<file path="config.mk">
export PLATFORM = sky130hd
export DESIGN_NAME = i2c_master_byte_engine_unit_flat
export DESIGN_NICKNAME = d
export VERILOG_FILES = /design/src/rtl/i2cmbe_pkg.sv /design/src/rtl/i2cmbe_stream_if.sv /design/src/rtl/i2c_master_byte_engine_unit.sv /design/src/flat_wrapper.sv
export SDC_FILE = /design/constraint.sdc
export NUM_CORES = 1
export LEC_CHECK = 0
export BUFFER_PORTS_ARGS = -buffer_cell sky130_fd_sc_hd__buf_2
export CAP_MARGIN = 40
export CORE_MARGIN = 4
export CORE_UTILIZATION = 48
export CTS_BUF_LIST = sky130_fd_sc_hd__clkbuf_8
export CTS_CLUSTER_DIAMETER = 50
export DETAILED_ROUTE_END_ITERATION = 6
export GPL_TIMING_DRIVEN = 0
export PLACE_DENSITY = 0.69
export SYNTH_ARGS = -nofsm -noshare
export SYNTH_HDL_FRONTEND = slang
export SYNTH_SLANG_ARGS = --single-unit
</file>
<file path="constraint.sdc">
create_clock -name clk -period 4.4 [get_ports clk]
set_input_delay 0.44 -clock clk [delete_from_list [all_inputs] [get_ports clk]]
set_output_delay 0.44 -clock clk [all_outputs]
set_load 0.005 [all_outputs]
</file>
<file path="src/rtl/i2cmbe_pkg.sv">
// Package for the I2C master byte engine.
// Holds the command codes and the payload types of the tick and result channels.
package i2cmbe_pkg;

  localparam logic [2:0] MODE_CLEAR = 3'd0;
  localparam logic [2:0] MODE_START = 3'd1;
  localparam logic [2:0] MODE_STOP  = 3'd2;
  localparam logic [2:0] MODE_WRITE = 3'd3;
  localparam logic [2:0] MODE_READ  = 3'd4;

  localparam int unsigned CFG_INDEX_W = 2;
  localparam int unsigned CFG_DATA_W  = 16;

  localparam logic [CFG_INDEX_W-1:0] REG_HALF_PERIOD = 2'd0;
  localparam logic [CFG_INDEX_W-1:0] REG_RETRY_LIMIT = 2'd1;

  typedef struct packed {
    logic       cmd_valid;
    logic [2:0] mode;
    logic [7:0] write_byte;
    logic       send_ack;
    logic       sda_in;
  } tick_t;

  typedef struct packed {
    logic       scl_out;
    logic       sda_out;
    logic       busy_res;
    logic       done_res;
    logic [7:0] read_byte;
    logic       nack_seen;
  } result_t;

endpackage

</file>
<file path="src/rtl/i2cmbe_stream_if.sv">
// Valid/ready channel interface for the I2C master byte engine.
// The payload type is set per instance, normally from i2cmbe_pkg.
interface i2cmbe_stream_if #(
  parameter type T = logic
);
  logic valid;
  logic ready;
  T     data;

  modport source (output valid, output data, input ready);
  modport sink (input valid, input data, output ready);
endinterface

</file>
<file path="src/rtl/i2c_master_byte_engine_unit.sv">
// I2C master byte engine: one bus timer tick in, one result out per transfer.
// The result of a tick is registered in the output register when the tick transfers.
// Throughput: one tick per cycle unless rsp stalls; a new tick enters the same cycle the held result leaves.
// Reset (rst, synchronous, active high): engine idle, both lines released, half period 50,
// retry limit 255, held read byte and nack flag cleared, output register empty.
// Depends on i2cmbe_pkg and i2cmbe_stream_if.
module i2c_master_byte_engine_unit #(
  parameter int unsigned CLEAR_PULSES = 9
) (
  input  logic                                clk,
  input  logic                                rst,
  i2cmbe_stream_if.sink                       req,
  i2cmbe_stream_if.source                     rsp,
  input  logic                                cfg_we,
  input  logic [i2cmbe_pkg::CFG_INDEX_W-1:0]  cfg_index,
  input  logic [i2cmbe_pkg::CFG_DATA_W-1:0]   cfg_data
);
  import i2cmbe_pkg::*;

  localparam logic [3:0] PH_IDLE     = 4'd0;
  localparam logic [3:0] PH_CLR_REL  = 4'd1;
  localparam logic [3:0] PH_CLR_LOW  = 4'd2;
  localparam logic [3:0] PH_CLR_HIGH = 4'd3;
  localparam logic [3:0] PH_ST_A     = 4'd4;
  localparam logic [3:0] PH_ST_B     = 4'd5;
  localparam logic [3:0] PH_ST_C     = 4'd6;
  localparam logic [3:0] PH_SP_A     = 4'd7;
  localparam logic [3:0] PH_SP_B     = 4'd8;
  localparam logic [3:0] PH_SP_C     = 4'd9;
  localparam logic [3:0] PH_BIT_LOW  = 4'd10;
  localparam logic [3:0] PH_BIT_HIGH = 4'd11;
  localparam logic [3:0] PH_ACK_LOW  = 4'd12;
  localparam logic [3:0] PH_ACK_HIGH = 4'd13;

  localparam logic [4:0] PULSES = 5'(CLEAR_PULSES);

  logic [15:0] half_period_ticks;
  logic [7:0]  ack_retry_limit;

  logic [3:0]  phase;
  logic [2:0]  active_mode;
  logic [3:0]  bit_index;
  logic [7:0]  shift_reg;
  logic [15:0] tick_count;
  logic [7:0]  retry_count;
  logic        ack_request;
  logic        scl_level;
  logic        sda_level;
  logic [7:0]  held_read;
  logic        held_nack;

  logic [3:0]  phase_next;
  logic [2:0]  active_mode_next;
  logic [3:0]  bit_index_next;
  logic [7:0]  shift_reg_next;
  logic [15:0] tick_count_next;
  logic [7:0]  retry_count_next;
  logic        ack_request_next;
  logic [1:0]  levels_next;
  logic [7:0]  held_read_next;
  logic        held_nack_next;

  logic [1:0]  levels_cmd;
  logic [15:0] half_period;
  logic        cmd_take;
  logic        busy;
  logic        done;
  logic        take;
  logic        out_valid;
  result_t     out_data;
  result_t     result_next;

  function automatic logic [1:0] step_levels(
    input logic [3:0] p,
    input logic [2:0] am,
    input logic [7:0] sh,
    input logic       ar,
    input logic [1:0] cur
  );
    logic [1:0] lv;
    lv = cur;
    case (p)
      PH_CLR_REL:  lv = 2'b11;
      PH_CLR_LOW:  lv = 2'b01;
      PH_CLR_HIGH: lv = 2'b11;
      PH_ST_A:     lv = 2'b11;
      PH_ST_B:     lv = 2'b10;
      PH_ST_C:     lv = 2'b00;
      PH_SP_A:     lv = 2'b00;
      PH_SP_B:     lv = 2'b10;
      PH_SP_C:     lv = 2'b11;
      PH_BIT_LOW:  lv = {1'b0, (am == MODE_WRITE) ? sh[7] : 1'b1};
      PH_BIT_HIGH: lv = {1'b1, cur[0]};
      PH_ACK_LOW:  lv = {1'b0, (am == MODE_WRITE) ? 1'b1 : ~ar};
      PH_ACK_HIGH: lv = {1'b1, cur[0]};
      default:     lv = cur;
    endcase
    return lv;
  endfunction

  assign take      = req.valid & req.ready;
  assign req.ready = ~out_valid | rsp.ready;
  assign rsp.valid = out_valid;
  assign rsp.data  = out_data;

  assign half_period = (half_period_ticks == 16'd0) ? 16'd1 : half_period_ticks;

  always_comb begin
    phase_next       = phase;
    active_mode_next = active_mode;
    bit_index_next   = bit_index;
    shift_reg_next   = shift_reg;
    tick_count_next  = tick_count;
    retry_count_next = retry_count;
    ack_request_next = ack_request;
    levels_next      = {scl_level, sda_level};
    held_read_next   = held_read;
    held_nack_next   = held_nack;
    busy             = 1'b0;
    done             = 1'b0;

    // Take a command on an idle engine
    cmd_take = (phase == PH_IDLE) & req.data.cmd_valid & (req.data.mode <= MODE_READ);
    if (cmd_take) begin
      active_mode_next = req.data.mode;
      bit_index_next   = 4'd0;
      retry_count_next = 8'd0;
      tick_count_next  = 16'd0;
      case (req.data.mode)
        MODE_CLEAR: phase_next = PH_CLR_REL;
        MODE_START: phase_next = PH_ST_A;
        MODE_STOP:  phase_next = PH_SP_A;
        MODE_WRITE: begin
          shift_reg_next = req.data.write_byte;
          phase_next     = PH_BIT_LOW;
        end
        default: begin
          shift_reg_next   = 8'd0;
          ack_request_next = req.data.send_ack;
          phase_next       = PH_BIT_LOW;
        end
      endcase
      levels_next = step_levels(phase_next, active_mode_next, shift_reg_next,
                                ack_request_next, levels_next);
    end
    levels_cmd = levels_next;

    if (phase_next != PH_IDLE) begin
      busy = 1'b1;
      if (({1'b0, tick_count_next} + 17'd1) >= {1'b0, half_period}) begin
        tick_count_next = 16'd0;
        case (phase_next)
          PH_CLR_REL: begin
            bit_index_next = 4'd0;
            phase_next     = PH_CLR_LOW;
          end
          PH_CLR_LOW: phase_next = PH_CLR_HIGH;
          PH_CLR_HIGH: begin
            if (({1'b0, bit_index_next} + 5'd1) >= PULSES) begin
              phase_next = PH_IDLE;
              done       = 1'b1;
            end else begin
              bit_index_next = bit_index_next + 4'd1;
              phase_next     = PH_CLR_LOW;
            end
          end
          PH_ST_A: phase_next = PH_ST_B;
          PH_ST_B: phase_next = PH_ST_C;
          PH_ST_C: begin
            phase_next = PH_IDLE;
            done       = 1'b1;
          end
          PH_SP_A: phase_next = PH_SP_B;
          PH_SP_B: phase_next = PH_SP_C;
          PH_SP_C: begin
            phase_next = PH_IDLE;
            done       = 1'b1;
          end
          PH_BIT_LOW: phase_next = PH_BIT_HIGH;
          PH_BIT_HIGH: begin
            if (active_mode_next == MODE_WRITE) begin
              shift_reg_next = {shift_reg_next[6:0], 1'b0};
            end else begin
              shift_reg_next = {shift_reg_next[6:0], req.data.sda_in};
            end
            if (bit_index_next >= 4'd7) begin
              phase_next = PH_ACK_LOW;
            end else begin
              bit_index_next = bit_index_next + 4'd1;
              phase_next     = PH_BIT_LOW;
            end
          end
          PH_ACK_LOW: phase_next = PH_ACK_HIGH;
          PH_ACK_HIGH: begin
            phase_next = PH_IDLE;
            done       = 1'b1;
            if (active_mode_next == MODE_WRITE) begin
              if (!req.data.sda_in) begin
                held_nack_next = 1'b0;
              end else if (retry_count_next < ack_retry_limit) begin
                retry_count_next = retry_count_next + 8'd1;
                phase_next       = PH_ACK_LOW;
                done             = 1'b0;
              end else begin
                held_nack_next = 1'b1;
              end
            end else begin
              held_read_next = shift_reg_next;
            end
            if (done) begin
              levels_next = 2'b01;
            end
          end
          default: phase_next = PH_IDLE;
        endcase
        if (phase_next != PH_IDLE) begin
          levels_next = step_levels(phase_next, active_mode_next, shift_reg_next,
                                    ack_request_next, levels_next);
        end
      end else begin
        tick_count_next = tick_count_next + 16'd1;
      end
    end

    result_next.scl_out   = levels_cmd[1];
    result_next.sda_out   = levels_cmd[0];
    result_next.busy_res  = busy;
    result_next.done_res  = done;
    result_next.read_byte = held_read_next;
    result_next.nack_seen = held_nack_next;
  end

  always_ff @(posedge clk) begin
    if (rst) begin
      half_period_ticks <= 16'd50;
      ack_retry_limit   <= 8'd255;
    end else if (cfg_we) begin
      case (cfg_index)
        REG_HALF_PERIOD: half_period_ticks <= cfg_data;
        REG_RETRY_LIMIT: ack_retry_limit   <= cfg_data[7:0];
        default: ;
      endcase
    end
  end

  always_ff @(posedge clk) begin
    if (rst) begin
      phase       <= PH_IDLE;
      active_mode <= MODE_CLEAR;
      bit_index   <= 4'd0;
      shift_reg   <= 8'd0;
      tick_count  <= 16'd0;
      retry_count <= 8'd0;
      ack_request <= 1'b0;
      scl_level   <= 1'b1;
      sda_level   <= 1'b1;
      held_read   <= 8'd0;
      held_nack   <= 1'b0;
    end else if (take) begin
      phase       <= phase_next;
      active_mode <= active_mode_next;
      bit_index   <= bit_index_next;
      shift_reg   <= shift_reg_next;
      tick_count  <= tick_count_next;
      retry_count <= retry_count_next;
      ack_request <= ack_request_next;
      scl_level   <= levels_next[1];
      sda_level   <= levels_next[0];
      held_read   <= held_read_next;
      held_nack   <= held_nack_next;
    end
  end

  always_ff @(posedge clk) begin
    if (rst) begin
      out_valid <= 1'b0;
    end else if (take) begin
      out_valid <= 1'b1;
    end else if (rsp.ready) begin
      out_valid <= 1'b0;
    end
  end

  always_ff @(posedge clk) begin
    if (take) begin
      out_data <= result_next;
    end
  end

endmodule

</file>
<file path="src/flat_wrapper.sv">
// flat-port wrapper written by rule: the top's interface ports become plain ports
module i2c_master_byte_engine_unit_flat import i2cmbe_pkg::*;
#(
  parameter int unsigned CLEAR_PULSES = 9
)
  (clk, rst, cfg_we, cfg_index, cfg_data, req_valid, req_data, req_ready, rsp_valid, rsp_data, rsp_ready);
  i2cmbe_stream_if #(.T(tick_t)) req_i ();
  i2cmbe_stream_if #(.T(result_t)) rsp_i ();
  input  logic clk;
  input  logic rst;
  input  logic cfg_we;
  input  logic [i2cmbe_pkg::CFG_INDEX_W-1:0] cfg_index;
  input  logic [i2cmbe_pkg::CFG_DATA_W-1:0] cfg_data;
  input wire logic [$bits(req_i.valid)-1:0] req_valid;
  input wire logic [$bits(req_i.data)-1:0] req_data;
  output wire logic [$bits(req_i.ready)-1:0] req_ready;
  output wire logic [$bits(rsp_i.valid)-1:0] rsp_valid;
  output wire logic [$bits(rsp_i.data)-1:0] rsp_data;
  input wire logic [$bits(rsp_i.ready)-1:0] rsp_ready;
  assign req_i.valid = req_valid;
  assign req_i.data = req_data;
  assign req_ready = req_i.ready;
  assign rsp_valid = rsp_i.valid;
  assign rsp_data = rsp_i.data;
  assign rsp_i.ready = rsp_ready;
  i2c_master_byte_engine_unit #(.CLEAR_PULSES(CLEAR_PULSES)) u_core (.clk(clk), .rst(rst), .req(req_i), .rsp(rsp_i), .cfg_we(cfg_we), .cfg_index(cfg_index), .cfg_data(cfg_data));
endmodule
</file>
Word level (Yosys, flattened, before mapping)
Index checks and enable logic that the tools add are counted.
{ "classes": {"addsub": 5, "reduce_logical": 21, "bitwise_logic": 7, "n_mux": 73, "n_eq_ne": 44, "order_cmp": 5} }
{ "ops": {"columns": ["op", "n"], "rows": [
  ["2-to-1 mux 8 bit", 15],
  ["equality test 4 bit, second input constant", 18],
  ["2-to-1 mux 16 bit", 4],
  ["2-to-1 mux 4 bit", 14],
  ["equality test 4 x 3 -> 1 bit, second input constant", 12],
  ["one-hot mux 4 bit (11 select lines)", 1],
  ["one-hot mux 2 bit (7 select lines)", 2],
  ["equality test 4 x 2 -> 1 bit, second input constant", 6],
  ["2-to-1 mux 1 bit", 24],
  ["one-hot mux 4 bit (3 select lines)", 2],
  ["adder 16 x 1 -> 17 bit, second input constant", 1],
  ["greater-or-equal comparator 17 x 16 -> 1 bit", 1],
  ["adder 16 x 1 -> 16 bit, second input constant", 1],
  ["logical NOT 16 bit", 1],
  ["one-hot mux 8 bit (2 select lines)", 1],
  ["2-to-1 mux 2 bit", 7],
  ["OR reduction 2 bit", 7],
  ["equality test 4 x 1 -> 1 bit, second input constant", 3],
  ["OR reduction 4 bit", 3],
  ["equality test 3 x 2 -> 1 bit, second input constant", 3],
  ["adder 8 x 1 -> 8 bit, second input constant", 1],
  ["< comparator 8 bit", 1],
  ["nonzero test 4 bit", 2],
  ["2-to-1 mux 3 bit", 2],
  ["17 further kinds", 23]
]} }
{ "word_totals": {"wordCells": 175, "register_bits": 93, "output_inout_bits": 15} }

Depth between registers and ports, before layout
{ "depth": {"depth_word": 17, "depth_mapped": 23, "ltp_nobuf": 19} }

Worst setup path before layout
Ideal clock, no wire load.
{ "synth_timing": {"path_kind": "reg-to-reg", "start": "register u_core.phase[2]", "end": "register u_core.out_data, in the netlist u_core.rsp.data[1], data pin", "t_arrival_ns": 4.351, "path_stages_with_launch": 21, "t_required_ns": 4.131, "period_less_slack_ns": 4.620, "path_buffers": 4, "slack_ns": -0.220, "setup_ns": 0.269, "path_cell_list": "dfxtp_1 -> buf_6 -> or3b_4 -> nor3_4 -> clkbuf_1 -> clkbuf_1 -> nor2b_1 -> ha_1 -> and3_1 -> nand3_1 -> nor2_1 -> xnor2_1 -> nor2_1 -> ha_1 -> a211oi_1 -> o21ai_0 -> a221o_1 -> a211o_1 -> nand4_2 -> clkbuf_1 -> o21ai_0"} }
{ "synth_between": {"elab_chain_len": 9} }
{ "synth_lines": {"columns": ["item", "line_no", "source"], "rows": [
  ["start, declared", "i2c_master_byte_engine_unit.sv:40", "logic [3:0] phase;"],
  ["start signal, assigned", "i2c_master_byte_engine_unit.sv:260", "phase <= phase_next;"],
  ["parallel branches: the longest is 8 deep, another holds adder 16 x 1 -> 17 bit", null, null],
  ["2-to-1 mux 8 bit *", "i2c_master_byte_engine_unit.sv:148", "if (phase_next != PH_IDLE) begin"],
  ["named net u_core.held_read_next[0]", "i2c_master_byte_engine_unit.sv:60", "logic [7:0] held_read_next;"],
  ["end signal, assigned", "i2c_master_byte_engine_unit.sv:286", "out_data <= result_next;"],
  ["end, declared", "i2c_master_byte_engine_unit.sv:70", "result_t out_data;"]
]} }
Mark *: on every way through the listed nets, which the timed path passes.
A chain may end at the register's enable or synchronous reset.

Final worst setup path
{ "layout_timing": {"start": "register u_core.phase[2]", "end": "register u_core.bit_index[0]"} }
{ "layout_between": {"elab_chain_len": 10} }
{ "layout_lines": {"columns": ["item", "line_no", "source"], "rows": [
  ["parallel branches: the longest is 9 deep, another holds adder 16 x 1 -> 17 bit", null, null],
  ["2-to-1 mux 4 bit *", "i2c_master_byte_engine_unit.sv:148", null],
  ["end signal, assigned", "i2c_master_byte_engine_unit.sv:262", "bit_index <= bit_index_next;"],
  ["end, declared", "i2c_master_byte_engine_unit.sv:42", "logic [3:0] bit_index;"]
]} }
Every way passes the cells marked *.

==> results.rst <==
.. list-table::
   :header-rows: 1

   * - Metric
     - Value
   * - Run status
     - complete, but fails checks
   * - Violated checks
     - design-rule violations
   * - Timing-limited maximum frequency
     - about 0.23 GHz
   * - Area fraction of the dominant cell type after synthesis
     - about 28%
   * - Reg2reg start
     - u_core.phase[2]
   * - Time the worst path needs with I/O delays and setup
     - between 4 and 5 ns
   * - Top-Level Pins
     - 52
   * - Top Registers
     - u_core.half_period_ticks: 16 flops, u_core.tick_count: 16 flops, u_core.rsp.data: 13 flops
   * - Remaining number of nets flagged by the antenna check after routing
     - 0
   * - Final worst-path cycle share
     - between 90% and 100%
   * - Filler Cell Count
     - between 900 and 1,000
   * - Final Routed Wirelength
     - roughly 17,000 um
   * - Vias in the first global route
     - between 5,000 and 6,000
   * - Port Buffer Count
     - 49
   * - Yosys warning count
     - 0
   * - Clock skew
     - 0.02245 ns
   * - Number of rows created at floorplan
     - 39
   * - Min-delay worst type
     - in2reg
   * - Cell Area, Placed
     - between 0.006 and 0.007 mm^2
   * - First-pass GRT wire length
     - roughly 26,000 um
   * - TritonCTS Sinks
     - 93
   * - Final setup margin
     - approximately 0.044 ns
   * - Hold Violations, Final
     - 0
   * - Kind of end point of the critical path
     - flop
   * - Number of max-cap violations
     - 0
   * - FF+latch count, synth
     - between 90 and 100
   * - Antenna diode instance count
     - 0
   * - Synth Net Count
     - around 780
   * - Category of the most critical setup path
     - reg2reg
   * - Worst-case hold path end point
     - u_core.ack_retry_limit[3]
   * - Vias per cell
     - a little under 6
   * - DR DRC count
     - 8
   * - Count of placed standard cells including taps
     - ~900
   * - Required time of the worst setup path
     - roughly 4.7 ns
   * - Die Outline Area
     - around 0.014 mm^2
   * - Number of DRC violations after detailed-routing iteration 0
     - 352
   * - Worst-Margin Slew
     - slightly below 0.8 ns
   * - Leading post-synthesis cells by instance count
     - sky130_fd_sc_hd__nand2_1 (111), sky130_fd_sc_hd__nor2_1 (81), sky130_fd_sc_hd__dfxtp_1 (80)
   * - CTS tree
     - yes
   * - Cells taking the most area after synthesis
     - sky130_fd_sc_hd__dfxtp_1 (28%), sky130_fd_sc_hd__nand2_1 (7.3%), sky130_fd_sc_hd__edfxtp_1 (6.9%)
   * - Total of endpoints with negative setup slack in the final report
     - 0
   * - Reg2Reg Setup Slack
     - between 0.04 and 0.05 ns
   * - Antenna violations before repair
     - 0
   * - Layout Area Growth over Synthesis
     - 21.82%
   * - Number of enable-type register cells in the synthesized netlist
     - 13
   * - Pin count of the biggest net entering global routing
     - 18
   * - Cell taking the most area after synthesis
     - sky130_fd_sc_hd__dfxtp_1
   * - Most used standard cell by instance count after synthesis
     - sky130_fd_sc_hd__nand2_1
   * - Die Y
     - 116.8 um
   * - Highest fanout seen on the critical path
     - 7
   * - Final instance area
     - about 0.007 mm^2
   * - Overall routing resource usage
     - between 20% and 30%
   * - Origin of the worst min-delay path
     - cfg_data[3]
   * - Number of standard cells in the final layout excluding fillers
     - 956
   * - Post-Syn Instances
     - 720
   * - R2r endpoint
     - u_core.bit_index[0]
   * - Reg2Reg Depth
     - 22
   * - Effective utilization at floorplan
     - slightly below 50%
   * - Sum Neg Setup Slack
     - 0 ns
   * - CTS Buf Count
     - 9
   * - Die width
     - around 120 um
   * - RePlAce Congestion
     - between 0.9 and 1
   * - Clock root buffer
     - sky130_fd_sc_hd__clkbuf_8
   * - Total iterations of the first detailed-routing run
     - 7
   * - Synth async-reset ratio
     - 0%
   * - Critical Path Source Type
     - flop
   * - Final HPWL DP
     - roughly 12,000 um
   * - CTS Hold Buffers Added
     - 0
   * - Pwr Density
     - roughly 280 mW/mm^2
   * - Share of post-route cells with drive strength above 1
     - a little over a fifth
   * - Sequential share of the synthesized area
     - a little over a third
   * - Number of vias in the routed layout
     - 5,683
   * - Average cell area after synthesis
     - approximately 7.9 um^2
   * - Worst IR drop on VDD
     - approximately 0.25 mV
   * - Distinct cells, synth
     - between 70 and 80
   * - H-tree lvl count
     - 3
   * - Post-Syn Area
     - 0.005678 mm^2
   * - Total grt overflow
     - 0
   * - Leakage power figure
     - approximately 2.7 nW
   * - Routed length per instance
     - between 15 and 20 um
   * - Clock insertion delay at the later pin of the skew report
     - slightly below 0.4 ns
   * - Deepest clock path buffer count
     - 2
   * - Number of max-slew violations in the final report
     - 0
   * - Net count of the finished layout
     - 870
   * - Top FF cell, synth
     - sky130_fd_sc_hd__dfxtp_1
   * - Clock edge transition at the registers on the reported setup and hold paths
     - ~0.12 ns
   * - Worst slack after detailed placement
     - -0.9681 ns
   * - RSZ-0062 raised after global routing
     - true
   * - Final hold slack
     - between 0.2 and 0.3 ns
   * - Signal arrival time at the worst endpoint
     - around 4.6 ns
   * - Number of cells on the worst hold path
     - 2
   * - Max transition margin
     - around 48%
   * - Placeable core area
     - 0.01152 mm^2
## cell type report
type,instances,area (um^2),area share (%)
Clock buffer,9,123.9,1.791
Sequential cell,93,1997,28.87
Buffer,39,226.5,3.274
Multi-Input combinational cell,551,3645,52.70
Timing Repair Buffer,80,514.2,7.435
Clock inverter,7,103.9,1.501
Tap cell,143,178.9,2.587
Inverter,34,127.6,1.845
## metrics by stage
stage	util (%)	total power, mW
4_1_cts	57.76	1.892
5_1_grt	60.06	1.983
3_3_place_gp	53.15	1.204
6_report	60.06	1.910
3_5_place_dp	53.32	1.209
2_1_floorplan	-	1.106
## worst max-delay path, stage by stage (launching register included)
cell and delay [ns]:
sky130_fd_sc_hd__dfxtp_4 0.37, sky130_fd_sc_hd__or3b_4 0.44, sky130_fd_sc_hd__nor3_4 0.29, sky130_fd_sc_hd__clkbuf_8 0.20, sky130_fd_sc_hd__clkbuf_16 0.12, sky130_fd_sc_hd__nor2b_4 0.03
sky130_fd_sc_hd__ha_2 0.18, sky130_fd_sc_hd__and3_4 0.19, sky130_fd_sc_hd__nand3_4 0.11, sky130_fd_sc_hd__nor3_2 0.06, sky130_fd_sc_hd__nand2_2 0.12, sky130_fd_sc_hd__or3_4 0.14
sky130_fd_sc_hd__a21oi_2 0.06, sky130_fd_sc_hd__ha_1 0.32, sky130_fd_sc_hd__nand4_1 0.12, sky130_fd_sc_hd__nor2_2 0.17, sky130_fd_sc_hd__a41o_1 0.28, sky130_fd_sc_hd__a211o_4 0.19
sky130_fd_sc_hd__buf_12 0.17, sky130_fd_sc_hd__nand2_8 0.06, sky130_fd_sc_hd__or3_4 0.34, sky130_fd_sc_hd__a32oi_1 0.19, sky130_fd_sc_hd__nor2_1 0.06
## routing by layer
layer / part of all wire [%] / global-route usage (%) / wire length [um] / vias to the layer above
met5: 0 / 0 / 0 / -
met4: 3.3 / 10.17 / 556 / 0
met3: 8.2 / 6.010 / 1377 / 44
met2: 47 / 41.26 / 7944 / 270
met1: 41 / 29.97 / 6947 / 2624
li1: - / - / - / 2745
## worst max-delay path by stage
stage                          startpoint             endpoint  slack [ns]  cells past startpoint
after floorplan              req_data[11]  u_core.shift_reg[0]        0.02                     21
after global placement       req_data[13]  u_core.bit_index[3]       -0.94                     21
after detailed placement     req_data[13]  u_core.bit_index[3]       -0.97                     21
after CTS                 u_core.phase[2]  u_core.bit_index[2]        0.02                     22
after global routing      u_core.phase[2]  u_core.bit_index[0]       -0.13                     22
final                     u_core.phase[2]  u_core.bit_index[0]        0.04                     22
## repair_timing
action / in CTS / in global routing
setup endpoints to repair: 61 / 54
gates resized for setup: 35 / 54
endpoints found under the hold margin: 0 / 0
setup buffers: 20 / 9
cloned: 0 / 0
pin swaps: 18 / 33
## cell families after synthesis
family                     count (synthesis)  synth area share [%]
AOI/OAI and AO/OA                        189                 22.39
xor gates and xnor gates                  18                 2.777
adders and majority gates                 25                 5.509
buffers and inverters                     76                 5.619
DFF                                       93                 35.08
muxes                                     12                 2.160
and+or+nand+nor                          307                 26.47
## placed cells by master (no fill, tap or decap), types with 19 or more instances in the layout
| cell | n |
|---|---|
| sky130_fd_sc_hd__nand2_1 | 108 |
| sky130_fd_sc_hd__dfxtp_1 | 78 |
| sky130_fd_sc_hd__nor2_1 | 73 |
| sky130_fd_sc_hd__a21oi_1 | 60 |
| sky130_fd_sc_hd__buf_2 | 57 |
| sky130_fd_sc_hd__inv_1 | 33 |
| sky130_fd_sc_hd__buf_4 | 25 |
| sky130_fd_sc_hd__clkbuf_1 | 23 |
| sky130_fd_sc_hd__ha_1 | 23 |
| sky130_fd_sc_hd__nand3_1 | 20 |
| sky130_fd_sc_hd__o21ai_0 | 19 |
## power by group
group | switching [mW] | leakage, nW | internal [mW]
sequential | 0.0120 | 0.779 | 0.885
combinational | 0.219 | 1.79 | 0.117
clock | 0.349 | 0.108 | 0.328
(Power assumes the default switching activity.)
